===== src/sv/mss_pkg.sv =====
// Package for the multipath slot selector: constants, register indexes and state codes.
// No dependencies.
package mss_pkg;
    localparam int MAX_SLOTS = 16;
    localparam int SLOT_W = 4;
    localparam logic [31:0] CRC_POLY = 32'hEDB88320;

    localparam logic [2:0] REG_MODE      = 3'd0;
    localparam logic [2:0] REG_NODE_ID   = 3'd1;
    localparam logic [2:0] REG_SLOT_CNT  = 3'd2;
    localparam logic [2:0] REG_SLOT_VAL  = 3'd3;
    localparam logic [2:0] REG_SHIFT     = 3'd4;
    localparam logic [2:0] REG_MASK      = 3'd5;
    localparam logic [2:0] REG_R2P2      = 3'd6;

    localparam logic [1:0] MODE_RR = 2'd0;
    localparam logic [1:0] MODE_HASH = 2'd1;
    localparam logic [1:0] MODE_PRIO = 2'd2;
    localparam logic [1:0] MSG_REQ = 2'd1;
    localparam logic [1:0] MSG_GRANT = 2'd2;

    typedef enum logic [5:0] {
        ST_IDLE  = 6'b000001,
        ST_HASH  = 6'b000010,
        ST_MOD   = 6'b000100,
        ST_PROBE = 6'b001000,
        ST_CRC   = 6'b010000,
        ST_OUT   = 6'b100000
    } state_t;
endpackage


===== src/sv/multipath_slot_selector.sv =====
// Multipath slot selector top level: round-robin, hash and CRC slot choice.
// Depends on mss_pkg.
//
// Channel  | Direction | Handshake       | Payload
// s_       | in        | s_valid/s_ready | header fields
// m_       | out       | m_valid/m_ready | m_slot, m_all_empty
// cfg_     | in        | cfg_we          | cfg_index, cfg_data
//
// Steps: 16 hash steps (skipped in round robin), a modulo of a load and 32 remainder steps,
// a probe set-up and one probe per slot probed, up to 16. When the override applies, 96 CRC
// bit steps and a second modulo follow. ST_OUT raises the result in the cycle after it is
// entered, and s_ready returns in the cycle after the result transfer.
// Reset is synchronous and clears the control state and registers to their defaults.
// The block takes no item until the result has been transferred on the m_ channel.
module multipath_slot_selector (
    input  logic        aclk,
    input  logic        aresetn,
    input  logic        cfg_we,
    input  logic [2:0]  cfg_index,
    input  logic [31:0] cfg_data,
    input  logic        s_valid,
    output logic        s_ready,
    input  logic [31:0] s_src_addr,
    input  logic [31:0] s_dst_addr,
    input  logic signed [31:0] s_flow_id,
    input  logic signed [31:0] s_prio,
    input  logic        s_is_udp,
    input  logic [1:0]  s_msg_type,
    input  logic signed [31:0] s_seq_num,
    output logic        m_valid,
    input  logic        m_ready,
    output logic [mss_pkg::SLOT_W-1:0] m_slot,
    output logic        m_all_empty
);
    import mss_pkg::*;

    logic [1:0]  mode_reg;
    logic [31:0] node_id_reg, mask_reg;
    logic [4:0]  cnt_reg, shift_reg;
    logic [15:0] valid_reg;
    logic        r2p2_reg;
    logic [3:0]  rr_reg;

    state_t      st_reg;
    logic [127:0] key_reg;     // hash key bytes, shifted out low first
    logic [31:0] acc_reg;      // hash, CRC or remainder accumulator
    logic [31:0] prio_reg;
    logic [6:0]  step_reg;
    logic [5:0]  modpos_reg;
    logic [4:0]  n_reg;
    logic [4:0]  start_reg, p_reg;
    logic        crc_reg, is_rr_reg, empty_reg, crcdone_reg;
    logic [3:0]  slot_reg;
    logic        m_valid_reg;
    logic [95:0] crckey_reg;
    logic [31:0] dv_reg;

    function automatic logic [31:0] xform(input logic [31:0] a, input logic [4:0] s,
                                          input logic [31:0] m);
        logic signed [31:0] t;
        t = $signed(a) >>> s;
        xform = t & m;
    endfunction

    logic [4:0] n_eff;
    always_comb begin
        n_eff = cnt_reg;
        if (cnt_reg == 5'd0) n_eff = 5'd1;
        if (cnt_reg > 5'(MAX_SLOTS)) n_eff = 5'(MAX_SLOTS);
    end

    logic [31:0] sb;
    logic [4:0]  p_inc;
    logic        slot_ok;
    assign sb = {{24{key_reg[7]}}, key_reg[7:0]};
    assign p_inc = (p_reg + 5'd1 == n_reg) ? 5'd0 : p_reg + 5'd1;
    assign slot_ok = valid_reg[p_reg[3:0]];

    // A new key byte is folded in on the first bit step of each byte.
    logic [31:0] crc_cur;
    logic [31:0] crc_bit;
    assign crc_cur = (step_reg[2:0] == 3'd0) ? (acc_reg ^ {24'd0, crckey_reg[7:0]}) : acc_reg;
    assign crc_bit = (crc_cur >> 1) ^ (CRC_POLY & {32{crc_cur[0]}});

    logic go_crc;
    assign go_crc = r2p2_reg && s_is_udp && (s_msg_type == MSG_REQ || s_msg_type == MSG_GRANT);

    always_ff @(posedge aclk) begin
        if (!aresetn) begin
            mode_reg <= 2'd0; node_id_reg <= 32'd0; cnt_reg <= 5'd1; valid_reg <= 16'd0;
            shift_reg <= 5'd0; mask_reg <= 32'hFFFFFFFF; r2p2_reg <= 1'b0; rr_reg <= 4'd0;
            st_reg <= ST_IDLE; m_valid_reg <= 1'b0;
        end else begin
            if (cfg_we) begin
                case (cfg_index)
                    REG_MODE:     mode_reg <= cfg_data[1:0];
                    REG_NODE_ID:  node_id_reg <= cfg_data;
                    REG_SLOT_CNT: cnt_reg <= cfg_data[4:0];
                    REG_SLOT_VAL: valid_reg <= cfg_data[15:0];
                    REG_SHIFT:    shift_reg <= cfg_data[4:0];
                    REG_MASK:     mask_reg <= cfg_data;
                    REG_R2P2:     r2p2_reg <= cfg_data[0];
                    default: ;
                endcase
            end
            case (st_reg)
                ST_IDLE: begin
                    if (s_valid) begin
                        n_reg <= n_eff;
                        prio_reg <= (mode_reg == MODE_HASH) ? 32'd0 : s_prio;
                        crc_reg <= go_crc;
                        crcdone_reg <= 1'b0;
                        is_rr_reg <= (mode_reg == MODE_RR);
                        key_reg <= {s_flow_id, xform(s_dst_addr, shift_reg, mask_reg),
                                    xform(s_src_addr, shift_reg, mask_reg), node_id_reg};
                        step_reg <= 7'd0;
                        if (mode_reg == MODE_RR) begin
                            // Stale pointer reduced modulo n by the shared divider.
                            acc_reg <= {28'd0, rr_reg};
                            modpos_reg <= 6'd0;
                            st_reg <= ST_MOD;
                        end else begin
                            acc_reg <= 32'd0;
                            st_reg <= ST_HASH;
                        end
                        // Raw CRC key parked for the override pass.
                        crckey_reg <= (s_msg_type == MSG_REQ) ?
                                      {s_seq_num, s_src_addr, s_dst_addr} :
                                      {s_seq_num, s_dst_addr, s_src_addr};
                    end
                end
                ST_HASH: begin
                    key_reg <= key_reg >> 8;
                    step_reg <= step_reg + 7'd1;
                    if (step_reg == 7'd15) begin
                        acc_reg <= acc_reg * 32'd9 + sb + prio_reg;
                        modpos_reg <= 6'd0;
                        st_reg <= ST_MOD;
                    end else begin
                        acc_reg <= acc_reg * 32'd9 + sb;
                    end
                end
                ST_MOD: begin
                    // Restoring division, one quotient bit a step; only the remainder is
                    // kept. Partial remainder in acc_reg, dividend bits from dv_reg top first.
                    if (modpos_reg == 6'd0) begin
                        dv_reg <= acc_reg;
                        acc_reg <= 32'd0;
                        modpos_reg <= 6'd1;
                    end else begin
                        acc_reg <= ({acc_reg[30:0], dv_reg[31]} >= {27'd0, n_reg}) ?
                                   {acc_reg[30:0], dv_reg[31]} - {27'd0, n_reg} :
                                   {acc_reg[30:0], dv_reg[31]};
                        dv_reg <= dv_reg << 1;
                        modpos_reg <= modpos_reg + 6'd1;
                        if (modpos_reg == 6'd32) st_reg <= crcdone_reg ? ST_OUT : ST_PROBE;
                    end
                end
                ST_PROBE: begin
                    if (step_reg[6] == 1'b0 && modpos_reg != 6'd0) begin
                        start_reg <= acc_reg[4:0];
                        p_reg <= acc_reg[4:0];
                        step_reg <= 7'h40;
                        modpos_reg <= 6'd0;
                    end else begin
                        slot_reg <= p_reg[3:0];
                        empty_reg <= !slot_ok;
                        p_reg <= p_inc;
                        if (slot_ok || p_inc == start_reg) begin
                            if (is_rr_reg) rr_reg <= slot_ok ? p_inc[3:0] : start_reg[3:0];
                            if (crc_reg) begin
                                acc_reg <= 32'hFFFFFFFF;
                                step_reg <= 7'd0;
                                st_reg <= ST_CRC;
                            end else begin
                                st_reg <= ST_OUT;
                            end
                        end
                    end
                end
                ST_CRC: begin
                    if (step_reg[2:0] == 3'd7) crckey_reg <= crckey_reg >> 8;
                    step_reg <= step_reg + 7'd1;
                    if (step_reg == 7'd95) begin
                        acc_reg <= ~crc_bit;
                        crcdone_reg <= 1'b1;
                        modpos_reg <= 6'd0;
                        st_reg <= ST_MOD;
                    end else begin
                        acc_reg <= crc_bit;
                    end
                end
                ST_OUT: begin
                    if (crcdone_reg) slot_reg <= acc_reg[3:0];
                    if (!m_valid_reg) begin
                        m_valid_reg <= 1'b1;
                    end else if (m_ready) begin
                        m_valid_reg <= 1'b0;
                        st_reg <= ST_IDLE;
                    end
                end
                default: st_reg <= ST_IDLE;
            endcase
        end
    end

    assign s_ready = (st_reg == ST_IDLE);
    assign m_valid = m_valid_reg;
    assign m_slot = slot_reg;
    assign m_all_empty = empty_reg;
endmodule


===== config.mk =====
export PLATFORM = sky130hd
export DESIGN_NAME = multipath_slot_selector
export DESIGN_NICKNAME = d
export VERILOG_FILES = /design/src/sv/mss_pkg.sv /design/src/sv/multipath_slot_selector.sv
export SDC_FILE = /design/constraint.sdc
export NUM_CORES = 1
export LEC_CHECK = 0
export BUFFER_PORTS_ARGS = -buffer_cell sky130_fd_sc_hd__buf_2
export CORE_MARGIN = 5
export CORE_UTILIZATION = 56
export DETAILED_ROUTE_END_ITERATION = 7
export PLACE_DENSITY = 0.89
export SLEW_MARGIN = 20
export SYNTH_ARGS = -nofsm -noshare
export SYNTH_HDL_FRONTEND = slang
export SYNTH_SLANG_ARGS = --single-unit

===== constraint.sdc =====
create_clock -name aclk -period 7 [get_ports aclk]
set_input_delay 1.4 -clock aclk [delete_from_list [all_inputs] [get_ports aclk]]
set_output_delay 1.4 -clock aclk [all_outputs]
set_load 0.01 [all_outputs]

==> impl_metrics.py, run 1 <==
metrics = {
    "hold_path": {
        "hold_end": "node_id_reg[30]",
        "hold_start": "node_id_reg[30]",
        "holdPathStages": 2,
        "timing.hold.worst.class": "flop to flop",
    },
    "critical_path": {
        "worst_r2r_endpoint": "acc_reg[30]",
        "start_kind": "flop",
        "critical_path.reg2reg.startpoint": "acc_reg[3]",
        "critical_path.max_fanout": 9,
        "end_kind": "flop",
        "worst-endpoint-arrival_ns": 6.88,
        "rrSetupSlack_ns": 0.48,
        "worstRegToRegCells": 26,
        "critical_path_class": "flop to flop",
        "cp_data_required_time_ns": 7.36,
    },
    "sta": {
        "setup_viol": 0,
        "rsz0062_at_grt": "no",
        "layout_min_cycle_time_ns": 6.52,
        "fin_crit_sh_pct": 93.1,
        "worst-slew-pin-transition_ns": 1.14,
        "max-slew-margin-rel_pct": 23.3,
        "fmax_mhz": 153,
        "report.final.slew_viol_count": 0,
        "timing_hold_violations_final": 0,
        "setup_total_negative_slack_ns": 0,
        "skew_ns": 0.0214,
    },
    "power": {
        "power_density_nw_per_um2": 380,
        "report.power.total_mw": 12.3,
        "vdd_drop_max_uv": 320,
        "total_leakage_power_nw": 13.2,
    },
    "die": {
        "effective_utilization_at_floorplan_pct": 56.5,
        "core.rowCount": 83,
        "dieArea_um2": 56300,
        "boundaryPins": 210,
        "die_w_um": 237,
        "core_um2": 51200,
        "die-height_um": 237,
    },
    "synth": {
        "seq_area_frac_synth_pct": 44.2,
        "yosysTopAreaCellShare_pct": 37.0,
        "ys_ff_latch": 460,
        "synth_compound_gate_area_share_pct": 12.3,
        "largest_family_of_logic_cells_by_synthesized_area": "simple AND/OR/NAND/NOR gates",
        "basic_gate_share_of_the_synthesized_area_counting_and_or_nand_and_nor_cells_pct": 18.3,
        "netlist_instances": 3072,
        "yosys.area_share.xor_xnor_pct": 4.15,
        "yosysUniqueCellTypes": 71,
        "postSynth.asyncResetShare_pct": 0,
        "muxShareOfSynthArea_pct": 10.1,
        "ys.warnings.count": 0,
        "synthDominantAreaCellType": "edfxtp_1",
        "area_of_the_mapped_netlist_um2": 28900,
        "synth.net_count": 3412,
        "synth-edff-count": 356,
        "synth_area_per_cell_um2": 9.41,
        "synth-main-ff-cell": "edfxtp_1",
        "ys_top_cells_by_area": "edfxtp_1 37%, nand2_1 9.1%, dfxtp_1 7.2%, mux2i_1 4.8%, ha_1 4.6%",
        "synthAdderAreaFrac_pct": 6.71,
    },
    "clocking": {
        "cts_root_buf": "clkbuf_16",
        "cts.htree.levels": 2,
        "post_cts.resized_instances": 0,
        "clkSinkCount": 460,
        "postCtsSetupBuffers": 0,
        "worstSkewPairLatency_ns": 0.61,
        "cts_inserted_buffers": 50,
        "cts_tree": "done",
        "cts_hold_repair.buffers": 0,
        "deepest_clock_path_buffer_count": 3,
        "clk_pin_slew_worst_paths_ns": 0.06,
    },
    "global_routing": {
        "overflow": 0,
        "grt_antenna_before_repair": 7,
        "groute.usage.overall_pct": 27.8,
        "grt_start_max_net_pins": 113,
        "grt_pass1_wl_um": 126000,
        "first_global_vias": 23400,
    },
    "cells_and_area": {
        "final_standard_cell_count_with_taps_included_and_fillers_excluded": 3921,
        "layout-area-overhead-vs-synth_pct": 11.6,
        "largest_register_ff_count": 128,
        "commonest_non_fill_non_tap_cells_in_the_layout": "702 x nand2_1, 356 x edfxtp_1, 209 x buf_2, 180 x nor2_1, 180 x a21oi_1",
        "multi_input_area_um2": 15000,
        "layout_commonest_cell": "nand2_1",
        "drive_above_1_share_pct": 14.3,
        "diodes": 0,
        "seq_area_um2": 12800,
        "fin_nets": 3539,
        "fin_area_um2": 32300,
        "final.fill_count": 3893,
    },
    "drt": {
        "viasPerCell": 6.18,
        "wire_per_inst_um": 20.6,
        "detail_route.first_pass.iterations": 8,
        "dr.first_iter.drc_count": 3047,
        "antenna_violating_nets_post_route": 0,
        "vias": 24200,
        "wirelength_um": 80900,
        "remaining_drc_errors": 0,
    },
    "placement": {
        "gp_congestion": 0.967,
        "io_buffers": 209,
        "dp_hpwl_um": 56500,
        "area_of_placed_instances_um2": 30500,
        "placed_cells": 3827,
    },
    "run": {
        "maxCapViolations": 0,
    },
    "status": {
        "status": "finished clean",
    },
}
-- metrics by stage --
step                      hold WS, ns  utilization [%]  setup slack [ns]
after global routing            0.485             63.0            0.0740
after floorplan                 0.432                -             0.241
after global placement          0.449             59.6             0.766
after detailed placement        0.457             59.7             0.621
after CTS                       0.466             63.0             0.603
final                           0.464             63.0             0.485
-- worst max-delay path, stage by stage, from the launching register on --
cell       delay [ns]
edfxtp_1         0.56
ha_1             0.36
inv_1            0.04
fa_1             0.48
inv_1            0.05
ha_1             0.33
o211ai_1         0.12
a21oi_1          0.09
a2111oi_0        0.44
buf_4            0.20
o311ai_0         0.25
o311ai_0         0.37
buf_4            0.19
nand2_1          0.08
a31oi_1          0.27
xnor2_1          0.18
ha_1             0.34
a21o_1           0.19
a211oi_1         0.31
a21oi_1          0.16
a21boi_0         0.15
a41o_1           0.22
a31oi_1          0.23
o21ai_0          0.19
nand2_1          0.12
mux2i_1          0.07
or3_1            0.29
-- worst max-delay path by stage --
stage	startpoint	endpoint	slack, ns
after floorplan	s_valid	crckey_reg[0]	0.24
after global placement	acc_reg[3]	acc_reg[30]	0.77
after detailed placement	acc_reg[3]	acc_reg[30]	0.62
after CTS	acc_reg[3]	acc_reg[30]	0.60
after global routing	acc_reg[3]	acc_reg[31]	0.07
final	acc_reg[3]	acc_reg[30]	0.48
-- where the power goes --
part           total [mW]  switching (mW)  internal, mW
sequential           3.59           0.216          3.37
combinational        5.93            3.58          2.34
clock                2.74            1.16          1.58
total                12.3            4.96          7.29
-- per-layer routing --
layer | GRT usage [%] | vias to the layer above | share of wire, %
met1 | 36.5 | 11500 | 38
met2 | 45.2 | 1435 | 47
met5 | 0 | - | 0.11
met3 | 5.43 | 287 | 11
met4 | 11.9 | 14 | 4.9
li1 | - | 11100 | -
-- cell families (layout without fill, tap and decap cells) --
kind of cell / Yosys count / count (layout)
xor gates and xnor gates: 137 / 137
muxes: 232 / 232
and+or+nand+nor: 1204 / 1204
DFF: 460 / 460
adders and majority gates: 137 / 137
AOI/OAI and AO/OA: 577 / 577
buffers and inverters: 325 / 494
-- Yosys cell counts (all sizes together) (53+ instances only) --
library cell  number
nand2            703
edfxtp           356
and2              67
xor2              56
nor2             182
dfxtp            104
ha               107
nand3             94
a21oi            181
a21boi            53
clkbuf           150
xnor2             81
o21ai            159
inv              152
mux2i            140
-- layout make-up --
class	count	share of cell area, %
multi-input combinational	2287	46.5
sequential	460	39.6
clock buffer	72	4.64
timing repair buffer	248	4.19
tap	680	2.64
inverter	152	1.77
clock inverter	22	0.686
(Power assumes the default switching activity.)
==> run 2: changes to the inputs <==
Settings changed: ABC_AREA set to 1.
==> run 2 against run 1 <==
Compared with the run above:
- combinational power grew 96%
- sequential power increased by 17%
- sequential cell count stayed put
- hold slack lost 0.015 ns
- via count increased by 15%
- first-iteration DRC count is 27% higher
- total power up 51%
- critical endpoint is now acc_reg[26]
- highest routed layer is now met4
==> impl_metrics.py, run 2 <==
metrics = {
    "critical_path": {
        "worstRegToRegCells": 25,
        "cpLargestDelayFamily": "simple AND/OR/NAND/NOR gates",
        "end_kind": "flop",
        "critical_path.reg2reg.startpoint": "acc_reg[4]",
        "critical_path_class": "flop to flop",
        "worst-endpoint-arrival_ns": 5.91,
        "worst_path_most_repeated_cell": "nand2_1",
        "critical_path.max_stage_delay_ns": 0.60,
        "worst-path-buf-inv": 1,
        "start_kind": "flop",
        "worst_r2r_endpoint": "acc_reg[26]",
        "rrSetupSlack_ns": 1.45,
        "cpMaxStageDelayCell": "edfxtp_1",
        "critical_path.max_fanout": 8,
        "cp_data_required_time_ns": 7.36,
    },
    "synth": {
        "ys_top_cells_by_area": "edfxtp_1 36%, nand2_1 14%, o21ai_0 9.6%, dfxtp_1 7.0%, inv_1 5.8%",
        "yosysTopAreaCellShare_pct": 35.9,
        "area_of_the_mapped_netlist_um2": 29800,
        "synth_area_per_cell_um2": 7.48,
        "yosysUniqueCellTypes": 50,
        "netlist_instances": 3982,
        "synth.net_count": 4322,
        "synth.most_common_cell": "nand2_1",
        "synth-edff-count": 356,
        "ys.warnings.count": 0,
        "postSynth.asyncResetShare_pct": 0,
        "synthDominantAreaCellType": "edfxtp_1",
        "synth-main-ff-cell": "edfxtp_1",
        "ys_ff_latch": 460,
        "yosys-top-cells-count": "1143 x nand2_1, 569 x o21ai_0, 459 x inv_1, 356 x edfxtp_1, 341 x nor2_1",
        "seq_area_frac_synth_pct": 42.9,
    },
    "global_routing": {
        "grt_antenna_before_repair": 6,
        "first_global_vias": 26000,
        "overflow": 0,
        "grt_pass1_wl_um": 138000,
        "groute.usage.overall_pct": 30.0,
        "grt_start_max_net_pins": 122,
    },
    "clocking": {
        "post_cts.resized_instances": 0,
        "cts_tree": "done",
        "postCtsSetupBuffers": 0,
        "clkSinkCount": 460,
        "deepest_clock_path_buffer_count": 3,
        "cts_root_buf": "clkbuf_16",
        "worstSkewPairLatency_ns": 0.62,
        "cts_inserted_buffers": 49,
        "cts_hold_repair.buffers": 0,
        "cts.htree.levels": 2,
        "clk_pin_slew_worst_paths_ns": 0.06,
    },
    "die": {
        "core_um2": 52700,
        "effective_utilization_at_floorplan_pct": 56.6,
        "boundaryPins": 210,
        "dieArea_um2": 57900,
        "die-height_um": 241,
        "core.rowCount": 84,
        "die_w_um": 241,
    },
    "placement": {
        "dp_hpwl_um": 65600,
        "area_of_placed_instances_um2": 31300,
        "preCtsSetupSlack_ns": 1.64,
        "gp_congestion": 0.991,
        "placed_cells": 4724,
        "io_buffers": 209,
    },
    "sta": {
        "max-slew-margin-rel_pct": 27.6,
        "fmax_mhz": 180,
        "skew_ns": 0.0276,
        "final.setup.worst_slack_ns": 1.45,
        "report.final.slew_viol_count": 0,
        "setup_viol": 0,
        "worst-slew-pin-transition_ns": 1.08,
        "layout_min_cycle_time_ns": 5.55,
        "rsz0062_at_grt": "no",
        "timing_hold_violations_final": 0,
        "finalHoldWorstSlack_ns": 0.449,
        "fin_crit_sh_pct": 79.3,
        "setup_total_negative_slack_ns": 0,
    },
    "cells_and_area": {
        "fin_area_um2": 33000,
        "layout_commonest_cell": "nand2_1",
        "layout-area-overhead-vs-synth_pct": 10.6,
        "fin_nets": 4427,
        "finish.utilization_pct": 62.6,
        "drive_above_1_share_pct": 8.70,
        "final_standard_cell_count_with_taps_included_and_fillers_excluded": 4821,
        "commonest_non_fill_non_tap_cells_in_the_layout": "1143 x nand2_1, 569 x o21ai_0, 456 x inv_1, 356 x edfxtp_1, 335 x nor2_1",
        "largest_register_ff_count": 128,
    },
    "power": {
        "total_leakage_power_nw": 14.7,
        "report.power.total_mw": 18.5,
        "power_density_nw_per_um2": 561,
        "vdd_drop_max_uv": 575,
    },
    "drt": {
        "detail_route.first_pass.iterations": 6,
        "viasPerCell": 5.79,
        "vias": 27900,
        "wirelength_um": 89200,
        "antenna_violating_nets_post_route": 0,
        "remaining_drc_errors": 0,
        "wire_per_inst_um": 18.5,
        "dr.first_iter.drc_count": 3881,
    },
    "status": {
        "status": "finished clean",
    },
    "hold_path": {
        "holdPathStages": 2,
        "hold_start": "valid_reg[14]",
        "timing.hold.worst.class": "flop to flop",
        "hold_end": "valid_reg[14]",
    },
    "run": {
        "maxCapViolations": 0,
    },
}
==> run 2: how the worst max path moves through the flow <==
stage,to,cells past startpoint,slack [ns],from
final,acc_reg[26],25,1.45,acc_reg[4]
after global routing,acc_reg[26],25,1.11,acc_reg[1]
after CTS,acc_reg[26],25,1.60,acc_reg[1]
after detailed placement,acc_reg[26],25,1.64,acc_reg[1]
after global placement,acc_reg[30],23,1.66,acc_reg[4]
after floorplan,crckey_reg[0],4,0.68,aresetn
==> run 2: cells by family (layout without fill, tap and decap cells) <==
family	after synthesis	in the layout	share of synthesized area, %
AO/OA/AOI/OAI	881	881	15.8
XOR/XNOR	60	60	1.79
adder cells (fa/ha/maj)	137	137	6.51
buffers and inverters	651	796	8.28
flip-flops	460	460	42.9
multiplexers	20	20	0.672
other	0	6	0
AND/OR/NAND/NOR	1773	1773	24.1
==> run 2: layer usage <==
metal / routed length (um) / track usage, % / part of all wire, % / vias up
met5: 0 / 0 / 0 / -
met4: 5860 / 16.1 / 6.6 / 0
met3: 7160 / 4.33 / 8.0 / 316
met2: 42900 / 50.3 / 48 / 1443
met1: 33200 / 37.7 / 37 / 12800
li1: - / - / - / 13400
==> run 2: area by class of cell <==
cell class / instances / area (um2)
diodes: 6 / 15.0
clock buffers: 66 / 1380
clock inverters: 25 / 255
fillers: 4519 / 19700
inverters: 468 / 1760
multi-input cells: 2871 / 14600
flip-flops and latches: 460 / 12800
well taps: 688 / 861
repair buffers: 237 / 1290
==> run 2: worst reg2reg max path, delay by kind of cell (launching register included) <==
kind	cells	cell delay [ns]
and+or+nand+nor	17	2.28
adders and majority gates	4	1.56
AOI/OAI and AO/OA	2	0.68
DFF	1	0.60
xor gates and xnor gates	1	0.14
buffers and inverters	1	0.05
==> run 2: power by group <==
part	internal [mW]	switching, mW
Sequential	3.81	0.400
Clock	1.48	1.16
Combinational	3.83	7.79
Total	9.12	9.35
